**src/rtl/mlbt_pkg.sv**
```systemverilog
// Shared types and codes for the multi-channel LED blink timer.
package mlbt_pkg;

    localparam logic KIND_SET  = 1'b0;
    localparam logic KIND_TICK = 1'b1;

    typedef struct packed {
        logic       kind;
        logic [3:0] led_index;
        logic [7:0] delay_ticks;
        logic [7:0] toggle_period;
    } in_word_t;

    typedef struct packed {
        logic [3:0] led_number;
        logic       led_on;
        logic       last;
    } out_word_t;

    typedef enum logic [1:0] {
        ST_IDLE,
        ST_SCAN,
        ST_FLUSH
    } mlbt_state_t;

endpackage

```
**src/rtl/mlbt_ram.sv**
```systemverilog
// Generic simple dual-port RAM with registered read.
module mlbt_ram #(
    parameter int WIDTH = 8,
    parameter int DEPTH = 16,
    parameter int AW    = (DEPTH > 1) ? $clog2(DEPTH) : 1
) (
    input  logic             clk,
    input  logic             wr_en,
    input  logic [AW-1:0]    wr_addr,
    input  logic [WIDTH-1:0] wr_data,
    input  logic             rd_en,
    input  logic [AW-1:0]    rd_addr,
    output logic [WIDTH-1:0] rd_data
);

    logic [WIDTH-1:0] mem [DEPTH];

    always_ff @(posedge clk)
    begin
        if (wr_en)
        begin
            mem[wr_addr] <= wr_data;
        end
        if (rd_en)
        begin
            rd_data <= mem[rd_addr];
        end
    end

endmodule

```
**src/rtl/multi_led_blink_timer_unit.sv**
```systemverilog
// Top level of the multi-channel LED blink timer: scan control and output word.
//
//  channel | signals                     | word
//  --------+-----------------------------+-----------------------------
//  in      | in_valid / in_ready         | in_word  (kind, index, delay, period)
//  out     | out_valid / out_ready       | out_word (led_number, led_on, last)
//
// Set word: needs a free output register; an in-range index loads its event at the accepting edge.
// Tick word: in_ready stays low until the scan ends: the RAM read is registered, the scan
// takes one channel per cycle unless stalled, then the scan ends and the held event is flushed.
// One event is held back so the final one can be flagged last; an expiry that finds the
// held event blocked by a full output register stalls the scan.
// Reset: RAM valid bits clear, so all channels read zero.
module multi_led_blink_timer_unit #(
    parameter int CHANNELS = 12
) (
    input  logic               clk,
    input  logic               rst_n,
    input  logic               in_valid,
    output logic               in_ready,
    input  mlbt_pkg::in_word_t in_word,
    output logic               out_valid,
    input  logic               out_ready,
    output mlbt_pkg::out_word_t out_word
);

    import mlbt_pkg::*;

    localparam int IDX_W = (CHANNELS > 1) ? $clog2(CHANNELS) : 1;
    localparam int CNT_W = $clog2(CHANNELS + 1);

    mlbt_state_t      state_reg, state_next;

    logic [CNT_W-1:0] rd_idx_reg;
    logic             eval_valid_reg;
    logic [IDX_W-1:0] eval_idx_reg;
    logic             pend_valid_reg;
    logic [3:0]       pend_num_reg;
    logic             pend_on_reg;
    logic             out_valid_reg;
    out_word_t        out_word_reg;
    logic [CHANNELS-1:0] cnt_vld_reg;
    logic [CHANNELS-1:0] ph_vld_reg;

    logic             in_acc;
    logic             tick_start;
    logic             in_range;
    logic             out_free;
    logic             scan_done;
    logic             more_to_read;

    logic [15:0]      cnt_rd;
    logic [0:0]       ph_rd;
    logic [7:0]       cur_cnt;
    logic [7:0]       cur_rel;
    logic             cur_ph;
    logic [7:0]       dec_cnt;
    logic             active;
    logic             hit;
    logic             ev_on;
    logic             stall;

    logic             cnt_we;
    logic [IDX_W-1:0] cnt_waddr;
    logic [15:0]      cnt_wdata;
    logic             ph_we;
    logic [0:0]       ph_wdata;
    logic             rd_en;
    logic             out_load;
    out_word_t        out_load_word;

    mlbt_ram #(
        .WIDTH (16),
        .DEPTH (CHANNELS),
        .AW    (IDX_W)
    ) u_cnt_ram (
        .clk     (clk),
        .wr_en   (cnt_we),
        .wr_addr (cnt_waddr),
        .wr_data (cnt_wdata),
        .rd_en   (rd_en),
        .rd_addr (rd_idx_reg[IDX_W-1:0]),
        .rd_data (cnt_rd)
    );

    mlbt_ram #(
        .WIDTH (1),
        .DEPTH (CHANNELS),
        .AW    (IDX_W)
    ) u_ph_ram (
        .clk     (clk),
        .wr_en   (ph_we),
        .wr_addr (eval_idx_reg),
        .wr_data (ph_wdata),
        .rd_en   (rd_en),
        .rd_addr (rd_idx_reg[IDX_W-1:0]),
        .rd_data (ph_rd)
    );

    assign in_acc       = in_valid && in_ready;
    assign tick_start   = in_acc && (in_word.kind == KIND_TICK);
    assign in_range     = ({1'b0, in_word.led_index} < 5'(CHANNELS));
    assign out_free     = !out_valid_reg || out_ready;
    assign more_to_read = (rd_idx_reg < CNT_W'(CHANNELS));
    assign scan_done    = !more_to_read && !eval_valid_reg;

    assign cur_cnt = cnt_vld_reg[eval_idx_reg] ? cnt_rd[15:8] : 8'd0;
    assign cur_rel = cnt_vld_reg[eval_idx_reg] ? cnt_rd[7:0] : 8'd0;
    assign cur_ph  = ph_vld_reg[eval_idx_reg] ? ph_rd[0] : 1'b0;
    assign dec_cnt = cur_cnt - 8'd1;
    assign active  = (state_reg == ST_SCAN) && eval_valid_reg && (cur_cnt != 8'd0);
    assign hit     = active && (dec_cnt == 8'd0);
    assign ev_on   = (cur_rel != 8'd0) ? cur_ph : 1'b0;
    assign stall   = hit && pend_valid_reg && !out_free;

    // next state
    always_comb
    begin
        state_next = state_reg;
        unique case (state_reg)
            ST_IDLE:
            begin
                if (tick_start)
                begin
                    state_next = ST_SCAN;
                end
            end
            ST_SCAN:
            begin
                if (scan_done)
                begin
                    state_next = ST_FLUSH;
                end
            end
            ST_FLUSH:
            begin
                if (!pend_valid_reg || out_free)
                begin
                    state_next = ST_IDLE;
                end
            end
            default:
            begin
                state_next = ST_IDLE;
            end
        endcase
    end

    // outputs
    always_comb
    begin
        in_ready      = 1'b0;
        cnt_we        = 1'b0;
        cnt_waddr     = eval_idx_reg;
        cnt_wdata     = 16'd0;
        ph_we         = 1'b0;
        ph_wdata      = ~cur_ph;
        rd_en         = 1'b0;
        out_load      = 1'b0;
        out_load_word = '{led_number: pend_num_reg, led_on: pend_on_reg, last: 1'b0};
        unique case (state_reg)
            ST_IDLE:
            begin
                in_ready = out_free;
                if (in_acc && (in_word.kind == KIND_SET) && in_range)
                begin
                    cnt_we        = 1'b1;
                    cnt_waddr     = in_word.led_index[IDX_W-1:0];
                    cnt_wdata     = {in_word.delay_ticks, in_word.toggle_period};
                    out_load      = 1'b1;
                    out_load_word = '{led_number: in_word.led_index, led_on: 1'b1,
                                      last: 1'b1};
                end
            end
            ST_SCAN:
            begin
                rd_en = !stall && more_to_read;
                if (active && !stall)
                begin
                    cnt_we    = 1'b1;
                    cnt_wdata = {(hit && (cur_rel != 8'd0)) ? cur_rel : dec_cnt, cur_rel};
                    ph_we     = hit && (cur_rel != 8'd0);
                end
                if (hit && pend_valid_reg && !stall)
                begin
                    out_load = 1'b1;
                end
            end
            ST_FLUSH:
            begin
                if (pend_valid_reg && out_free)
                begin
                    out_load           = 1'b1;
                    out_load_word.last = 1'b1;
                end
            end
            default:
            begin
                in_ready = 1'b0;
            end
        endcase
    end

    always_ff @(posedge clk or negedge rst_n)
    begin
        if (!rst_n)
        begin
            state_reg      <= ST_IDLE;
            rd_idx_reg     <= '0;
            eval_valid_reg <= 1'b0;
            pend_valid_reg <= 1'b0;
            out_valid_reg  <= 1'b0;
            cnt_vld_reg    <= '0;
            ph_vld_reg     <= '0;
        end
        else
        begin
            state_reg <= state_next;

            if (out_load)
            begin
                out_valid_reg <= 1'b1;
            end
            else if (out_ready)
            begin
                out_valid_reg <= 1'b0;
            end

            if (tick_start)
            begin
                rd_idx_reg     <= '0;
                eval_valid_reg <= 1'b0;
            end
            else if ((state_reg == ST_SCAN) && !stall)
            begin
                eval_valid_reg <= rd_en;
                if (rd_en)
                begin
                    rd_idx_reg <= rd_idx_reg + CNT_W'(1);
                end
            end

            if (hit && !stall)
            begin
                pend_valid_reg <= 1'b1;
            end
            else if ((state_reg == ST_FLUSH) && out_load)
            begin
                pend_valid_reg <= 1'b0;
            end

            if (cnt_we)
            begin
                cnt_vld_reg[cnt_waddr] <= 1'b1;
            end
            if (ph_we)
            begin
                ph_vld_reg[eval_idx_reg] <= 1'b1;
            end
        end
    end

    always_ff @(posedge clk)
    begin
        if (out_load)
        begin
            out_word_reg <= out_load_word;
        end
        if (rd_en)
        begin
            eval_idx_reg <= rd_idx_reg[IDX_W-1:0];
        end
        if (hit && !stall)
        begin
            pend_num_reg <= 4'(eval_idx_reg);
            pend_on_reg  <= ev_on;
        end
    end

    assign out_valid = out_valid_reg;
    assign out_word  = out_word_reg;

    a_ready_only_idle: assert property (@(posedge clk) disable iff (!rst_n)
        in_ready |-> (state_reg == ST_IDLE) && !pend_valid_reg)
        else $error("input taken while a scan or held event is in flight");

    a_stall_holds: assert property (@(posedge clk) disable iff (!rst_n)
        stall |=> eval_valid_reg && $stable(eval_idx_reg) && $stable(rd_idx_reg))
        else $error("scan moved during an output stall");

    a_idx_bound: assert property (@(posedge clk) disable iff (!rst_n)
        rd_idx_reg <= CNT_W'(CHANNELS))
        else $error("scan index past channel count");

    a_flush_drains: assert property (@(posedge clk) disable iff (!rst_n)
        (state_reg == ST_FLUSH) && (state_next == ST_IDLE) |=> !pend_valid_reg)
        else $error("held event dropped at end of scan");

endmodule
```
**config.mk**
```make
export PLATFORM = sky130hd
export DESIGN_NAME = multi_led_blink_timer_unit
export DESIGN_NICKNAME = d
export VERILOG_FILES = /design/src/rtl/mlbt_pkg.sv /design/src/rtl/mlbt_ram.sv /design/src/rtl/multi_led_blink_timer_unit.sv
export SDC_FILE = /design/constraint.sdc
export NUM_CORES = 1
export LEC_CHECK = 0
export ABC_AREA = 1
export BUFFER_PORTS_ARGS = -buffer_cell sky130_fd_sc_hd__buf_4
export CORE_MARGIN = 1
export CORE_UTILIZATION = 40
export CTS_BUF_LIST = sky130_fd_sc_hd__clkbuf_4 sky130_fd_sc_hd__clkbuf_8
export CTS_CLUSTER_SIZE = 14
export DETAILED_ROUTE_END_ITERATION = 12
export GPL_TIMING_DRIVEN = 0
export PLACE_DENSITY = 0.59
export SLEW_MARGIN = 10
export SYNTH_ARGS = -nofsm -noshare
export SYNTH_HDL_FRONTEND = slang
export SYNTH_SLANG_ARGS = --single-unit
export TNS_END_PERCENT = 100
```
**constraint.sdc**
```tcl
create_clock -name clk -period 5.8 [get_ports clk]
set_clock_uncertainty 0.15 [all_clocks]
set_input_delay 0 -clock clk [delete_from_list [all_inputs] [get_ports clk]]
set_output_delay 0 -clock clk [all_outputs]
set_load 0.005 [all_outputs]
```
==> reports/qor.csv, run 1 <==
metric,value,unit
status,"complete, no violations",
portBuffers,32,
synthXorXnorAreaFrac,0.0754,%
synth_ff_type,edfxtp_1,
largestRegisters,"u_cnt_ram.mem x192, u_cnt_ram.rd_data x16",
clock_latency,560,ps
cts_tree,yes,
finalMaxSlewViolations,0,
htreeDepth,2,
peakVddDrop,205,uV
core,28600,sq um
rsz0062_at_grt,no,
yosysWarnings,0,
total_power,7.91,mW
initial_core_util,40.6,%
whs_path_depth,6,
finalSetupTns,0,ps
cts_buffer_depth,3,
cts_resized,0,
regMostFlops,u_cnt_ram.mem,
worst_pin_slew,1050,ps
drive_gt1_share,12.6,%
worstSetupEndpointType,flop,
dr_total_vias,8272,
diodes,0,
hp-class,in2reg,
arrival,4360,ps
critPathRequiredTime,5800,ps
area_growth,16.1,%
max_cap_violations,0,
ys_types,42,
gp_congestion,0.888,
wl_per_cell,18.8,um
cts_made_buffers,44,
largest_reg_flops,192,
crit_type,reg2reg,
synthArstFlopShare,12.3,%
power_density,586,nW/um^2
worstHoldStart,in_valid,
r2r_cells,22,
grt_pass1_vias,7768,
cp_top_family,buffers and inverters,
path_buf_inv,6,
cts_root_buffer,clkbuf_8,
grt_overflow,0,
drcViolationCount,0,
fp.dieH,172,um
report.final.hold_viol_count,0,
max_freq,0.229,GHz
cp_common_cell,nand2_1,
syn_area,11600,sq um
path_cells,buf_6 > o21ai_1 > nand2_1 > nand2_1 > nand2_1 > nand3_4 > buf_6 > clkbuf_1 > nand2_1 > ha_1 > inv_1 > nand3_1 > nand2_1 > nor2_1 > nand2_2 > nor2_4 > nand4_4 > nand3_4 > nand2_4 > buf_6 > nand2_2 > inv_1,
place_hpwl,20.8,mm
syn_area_per_cell,10.9,sq um
dr.pass1.iters,5,
ys_ff_latch,269,
clk_pin_slew,60,ps
power_leakage,5.06,nW
reg2reg_from,eval_idx_reg[0]$_DFFE_PP_,
layout.nets,1205,
synth_edf_count,236,
slowest_delay,620,ps
period_share,75.2,%
relSlewSlack,29.5,%
holdPathEnd,cnt_vld_reg[9]$_DFFE_PN0P_,
critPathSlowestCell,inv_1,
grt_max_degree,34,
die_w,172,um
synth_compound_area_share,12.1,%
ant_nets,0,
yosysSeqAreaShare,68.1,%
dr.first_iter.drc_count,706,
antenna_found_initial,0,
grt_usage,20.5,%
wl,30.0,mm
reg2reg_setup_slack,1440,ps
synthAdderAreaFrac,0.323,%
startpoint_type,flop,
die_area,29700,sq um
r2r_end,u_cnt_ram.mem[2][0]$_DFFE_PP_,
finalSetupViolCount,0,
yosys.area_share.simple,14.9,%
io_pins,33,
min_period,4360,ps
synth_top_family_by_area,simple AND/OR/NAND/NOR gates,
cts.sinks,269,
rows,62,
via_per_inst,5.19,
grt_pass1_wl,45.2,mm
path_max_fanout,16,
synth_nets,1097,
synth.area.mux_share,0,%
synthCells,1069,
[timing repair]
action	CTS	global route
buffers inserted	0	0
hold endpoints to repair	130	12
endpoints found under the setup margin	0	0
hold buffers	22	1
[power breakdown]
part	switching, mW	internal [mW]
Combinational	2.45	0.845
Clock	0.734	0.828
Sequential	0.152	2.90
Total	3.34	4.57
[worst min-delay path, cell delays in order]
cell and delay (ps):
buf_4 110, nand2_1 70, inv_1 40, nand3_1 290, nand3_1 120, nand2_1 60
[cell usage after synthesis (3+ instances only)]
library cell / n / share of area [%]
clkbuf_1: 37 / 1.2
buf_6: 3 / 0.29
o221a_2: 5 / 0.48
o21bai_1: 3 / 0.19
o22ai_1: 29 / 1.6
buf_1: 6 / 0.19
nand2_1: 166 / 5.4
a211oi_1: 12 / 0.78
nor3_1: 3 / 0.13
inv_1: 76 / 2.5
dfrtp_1: 33 / 7.1
nand4_1: 3 / 0.16
a31oi_1: 12 / 0.65
o41ai_1: 4 / 0.30
o21ai_0: 162 / 7.0
ha_1: 3 / 0.32
inv_2: 3 / 0.097
edfxtp_1: 236 / 61
nand2_2: 17 / 0.92
o21ai_1: 4 / 0.17
nand3_1: 19 / 0.82
a21oi_1: 15 / 0.65
nor2_1: 194 / 6.3
[final cells by class]
cell class	count	area (sq um)
inverter	80	300
tap	384	480
clock buffer	60	738
timing repair buffer	62	548
sequential	269	7910
fill	2608	15100
multi-input combinational	670	3190
buffer	50	220
clock inverter	19	95.1
[metrics by stage]
step	hold slack [ps]	instance area, sq um	utilization (%)	cells	worst slack [ps]
after floorplan	-446	11600	-	1069	2060
after global placement	-173	12300	43.1	1485	767
after detailed placement	-168	12400	43.3	1491	1070
after CTS	11.1	13500	47.1	1592	1030
after global routing	78.3	13500	47.1	1594	1100
final	31.5	13500	47.1	1594	1440
[routing by layer]
| layer | GRT usage, % | part of all wire [%] | wire length (um) | up-vias |
|---|---|---|---|---|
| met2 | 32.7 | 46 | 13800 | 246 |
| met3 | 2.79 | 5.3 | 1580 | 45 |
| met5 | 0 | 0 | 0 | - |
| met4 | 5.35 | 1.5 | 436 | 0 |
| met1 | 29.4 | 47 | 14100 | 4026 |
| li1 | - | - | - | 3955 |
[how the worst max path moves through the flow]
| stage | slack, ps | startpoint | to | cells after the start |
|---|---|---|---|---|
| floorplan | 2060 | eval_idx_reg[0]$_DFFE_PP_ | u_cnt_ram.mem[5][0]$_DFFE_PP_ | 21 |
| global placement | 770 | eval_idx_reg[0]$_DFFE_PP_ | u_cnt_ram.mem[5][9]$_DFFE_PP_ | 19 |
| detailed placement | 1070 | eval_idx_reg[0]$_DFFE_PP_ | u_cnt_ram.mem[2][7]$_DFFE_PP_ | 20 |
| CTS | 1030 | eval_idx_reg[0]$_DFFE_PP_ | u_cnt_ram.mem[0][7]$_DFFE_PP_ | 20 |
| global route | 1100 | eval_idx_reg[0]$_DFFE_PP_ | u_cnt_ram.mem[10][4]$_DFFE_PP_ | 23 |
| finish | 1440 | eval_idx_reg[0]$_DFFE_PP_ | u_cnt_ram.mem[2][0]$_DFFE_PP_ | 22 |
[kinds of logic after synthesis]
family | Yosys count
AO/OA/AOI/OAI | 251
AND/OR/NAND/NOR | 415
XOR/XNOR | 1
adder cells (fa/ha/maj) | 3
buffers and inverters | 130
flip-flops | 269
[placed cells by master (no fill, tap or decap), types with 4 or more instances in the layout]
cell type      netlist  final
clkinv_2             0      5
o41ai_1              4      4
buf_4                2     39
clkinv_1             1     13
nand2_2             17     17
o221a_2              5      5
a21oi_1             15     15
clkbuf_8             0     46
dfrtp_1             33     33
clkbuf_1            37     37
inv_1               76     76
o21ai_0            162    152
nand2_1            166    166
clkbuf_4             0     14
edfxtp_1           236    236
nand3_1             19     19
nor2_2               2      4
a211oi_1            12     12
dlygate4sd3_1        0     22
a31oi_1             12     12
o21ai_1              4     14
buf_1                6      6
nor2_1             194    192
o22ai_1             29     29
Power figures use the tool's default switching activity.
==> run 2, diff against run 1 <==
clock period = 4.5 ns   (was 5.8 ns; I/O delays follow)
==> reports/qor.csv, run 2 (synthesis gave the netlist of run 1 again) <==
metric,value,unit
finalSetupViolCount,0,
path_buf_inv,5,
via_per_inst,5.22,
stdcell_count,1601,
largest_reg_flops,192,
grt_usage,20.5,%
crit_type,reg2reg,
drcViolationCount,0,
startpoint_type,flop,
io_pins,33,
finalSetupTns,0,ps
max_cap_violations,0,
final_common_cell,edfxtp_1,
rows,62,
htreeDepth,2,
antenna_found_initial,0,
report.final.hold_viol_count,0,
min_period,4350,ps
drive_gt1_share,13.8,%
cts_made_buffers,44,
largestRegisters,"u_cnt_ram.mem x192, u_cnt_ram.rd_data x16",
grt_overflow,0,
initial_core_util,40.6,%
grt_pass1_vias,7768,
relSlewSlack,32.1,%
grt_pass1_wl,45.2,mm
cts_root_buffer,clkbuf_8,
dr_total_vias,8359,
cts.sinks,269,
arrival,4390,ps
cts_buffer_depth,3,
place_inst,1491,
cp_common_cell,nand2_1,
slowest_delay,790,ps
cp_top_family,simple AND/OR/NAND/NOR gates,
wl,30.2,mm
area_growth,17.7,%
clock_latency,560,ps
rsz0062_at_grt,yes,
status,"complete, no violations",
place_hpwl,20.8,mm
critPathSlowestCell,o21ai_1,
die_area,29700,sq um
worstSetupEndpointType,flop,
fin_util,47.8,%
regMostFlops,u_cnt_ram.mem,
worst_pin_slew,1010,ps
path_cells,buf_6 > o21ai_1 > nand2_1 > nand2_1 > nand2_1 > nand3_4 > buf_6 > clkbuf_1 > nand2_1 > ha_1 > inv_1 > nand3_1 > nand2_1 > nor2_1 > nand2_2 > nor2_4 > nand4_4 > nand3_4 > buf_4 > o21ai_1,
max_freq,0.230,GHz
period_share,96.7,%
cts_tree,yes,
layout.nets,1212,
critPathRequiredTime,4530,ps
power_leakage,5.04,nW
dr.first_iter.drc_count,720,
fp.dieH,172,um
final_cell_mix,"edfxtp_1 (236), nor2_1 (192), nand2_1 (166), o21ai_0 (152), inv_1 (68)",
die_w,172,um
finalMaxSlewViolations,0,
path_max_fanout,12,
portBuffers,32,
wl_per_cell,18.8,um
hp-class,in2reg,
gp_congestion,0.888,
clk_pin_slew,60,ps
diodes,0,
peakVddDrop,260,uV
ant_nets,0,
dr.pass1.iters,5,
power_density,750,nW/um^2
grt_max_degree,34,
core,28600,sq um
run 2: cell types whose count changed in the layout (fill, tap and decap cells not counted):
| cell | change |
|---|---|
| buf_12 | +8 |
| clkinvlp_4 | +8 |
| inv_1 | -8 |
| buf_4 | -1 |
| o21ai_1 | -1 |
| o21ai_2 | +1 |
run 2: final cells by class:
cell class / count / area, sq um
plain buffers: 50 / 220
clock buffers: 60 / 738
clock inverters: 19 / 95.1
fillers: 2589 / 15000
inverters: 80 / 330
multi-input cells: 670 / 3200
flip-flops and latches: 269 / 7910
well taps: 384 / 480
repair buffers: 69 / 701
run 2: metal layers:
layer	track usage [%]	vias to the layer above	share of wire [%]
met5	0	-	0
met2	32.7	281	46
met4	5.35	0	1.6
li1	-	3972	-
met1	29.4	4060	46
met3	2.79	46	5.9
run 2: path summary, 6_finish.rpt:
| check | start | end | slack, ps | cells after the start |
|---|---|---|---|---|
| min in group asynchronous | rst_n | rd_idx_reg[2]$_DFFE_PN0P_ | 350 | 4 |
| max in group asynchronous | rst_n | cnt_vld_reg[6]$_DFFE_PN0P_ | 3650 | 4 |
| max | eval_idx_reg[0]$_DFFE_PP_ | u_cnt_ram.mem[0][7]$_DFFE_PP_ | 150 | 20 |
| min | in_valid | cnt_vld_reg[9]$_DFFE_PN0P_ | 30 | 6 |
| max reg2reg | eval_idx_reg[0]$_DFFE_PP_ | u_cnt_ram.mem[0][7]$_DFFE_PP_ | 150 | 20 |
| min reg2reg | cnt_vld_reg[8]$_DFFE_PN0P_ | cnt_vld_reg[8]$_DFFE_PN0P_ | 310 | 2 |
run 2: report_power, final:
group | switching (mW) | internal (mW)
clock network | 0.944 | 1.07
registers | 0.197 | 3.73
logic | 3.18 | 1.14
run 2: timing repair:
item	CTS	global route
setup endpoints to repair	24	200
endpoints found under the hold margin	130	12
buffers inserted	0	8
gates resized for setup	2	9
hold buffers	22	1
run 2: per-stage QoR:
| step | area (sq um) | hold slack [ps] | setup WS (ps) | power [mW] |
|---|---|---|---|---|
| after floorplan | 11600 | -446 | 755 | 6.58 |
| after global placement | 12300 | -173 | -533 | 8.03 |
| after detailed placement | 12400 | -168 | -235 | 8.16 |
| after CTS | 13500 | 11.1 | 73.5 | 10.2 |
| after global routing | 13700 | 78.3 | -132 | 10.9 |
| final | 13700 | 29.9 | 148 | 10.3 |
run 2: worst register-to-register path: stages (launching register included):
cell	delay, ps
edfxtp_1	450
buf_6	180
o21ai_1	160
nand2_1	70
nand2_1	60
nand2_1	80
nand3_4	140
buf_6	170
clkbuf_1	320
nand2_1	130
ha_1	250
inv_1	80
nand3_1	70
nand2_1	140
nor2_1	70
nand2_2	80
nor2_4	50
nand4_4	120
nand3_4	180
buf_4	260
o21ai_1	790
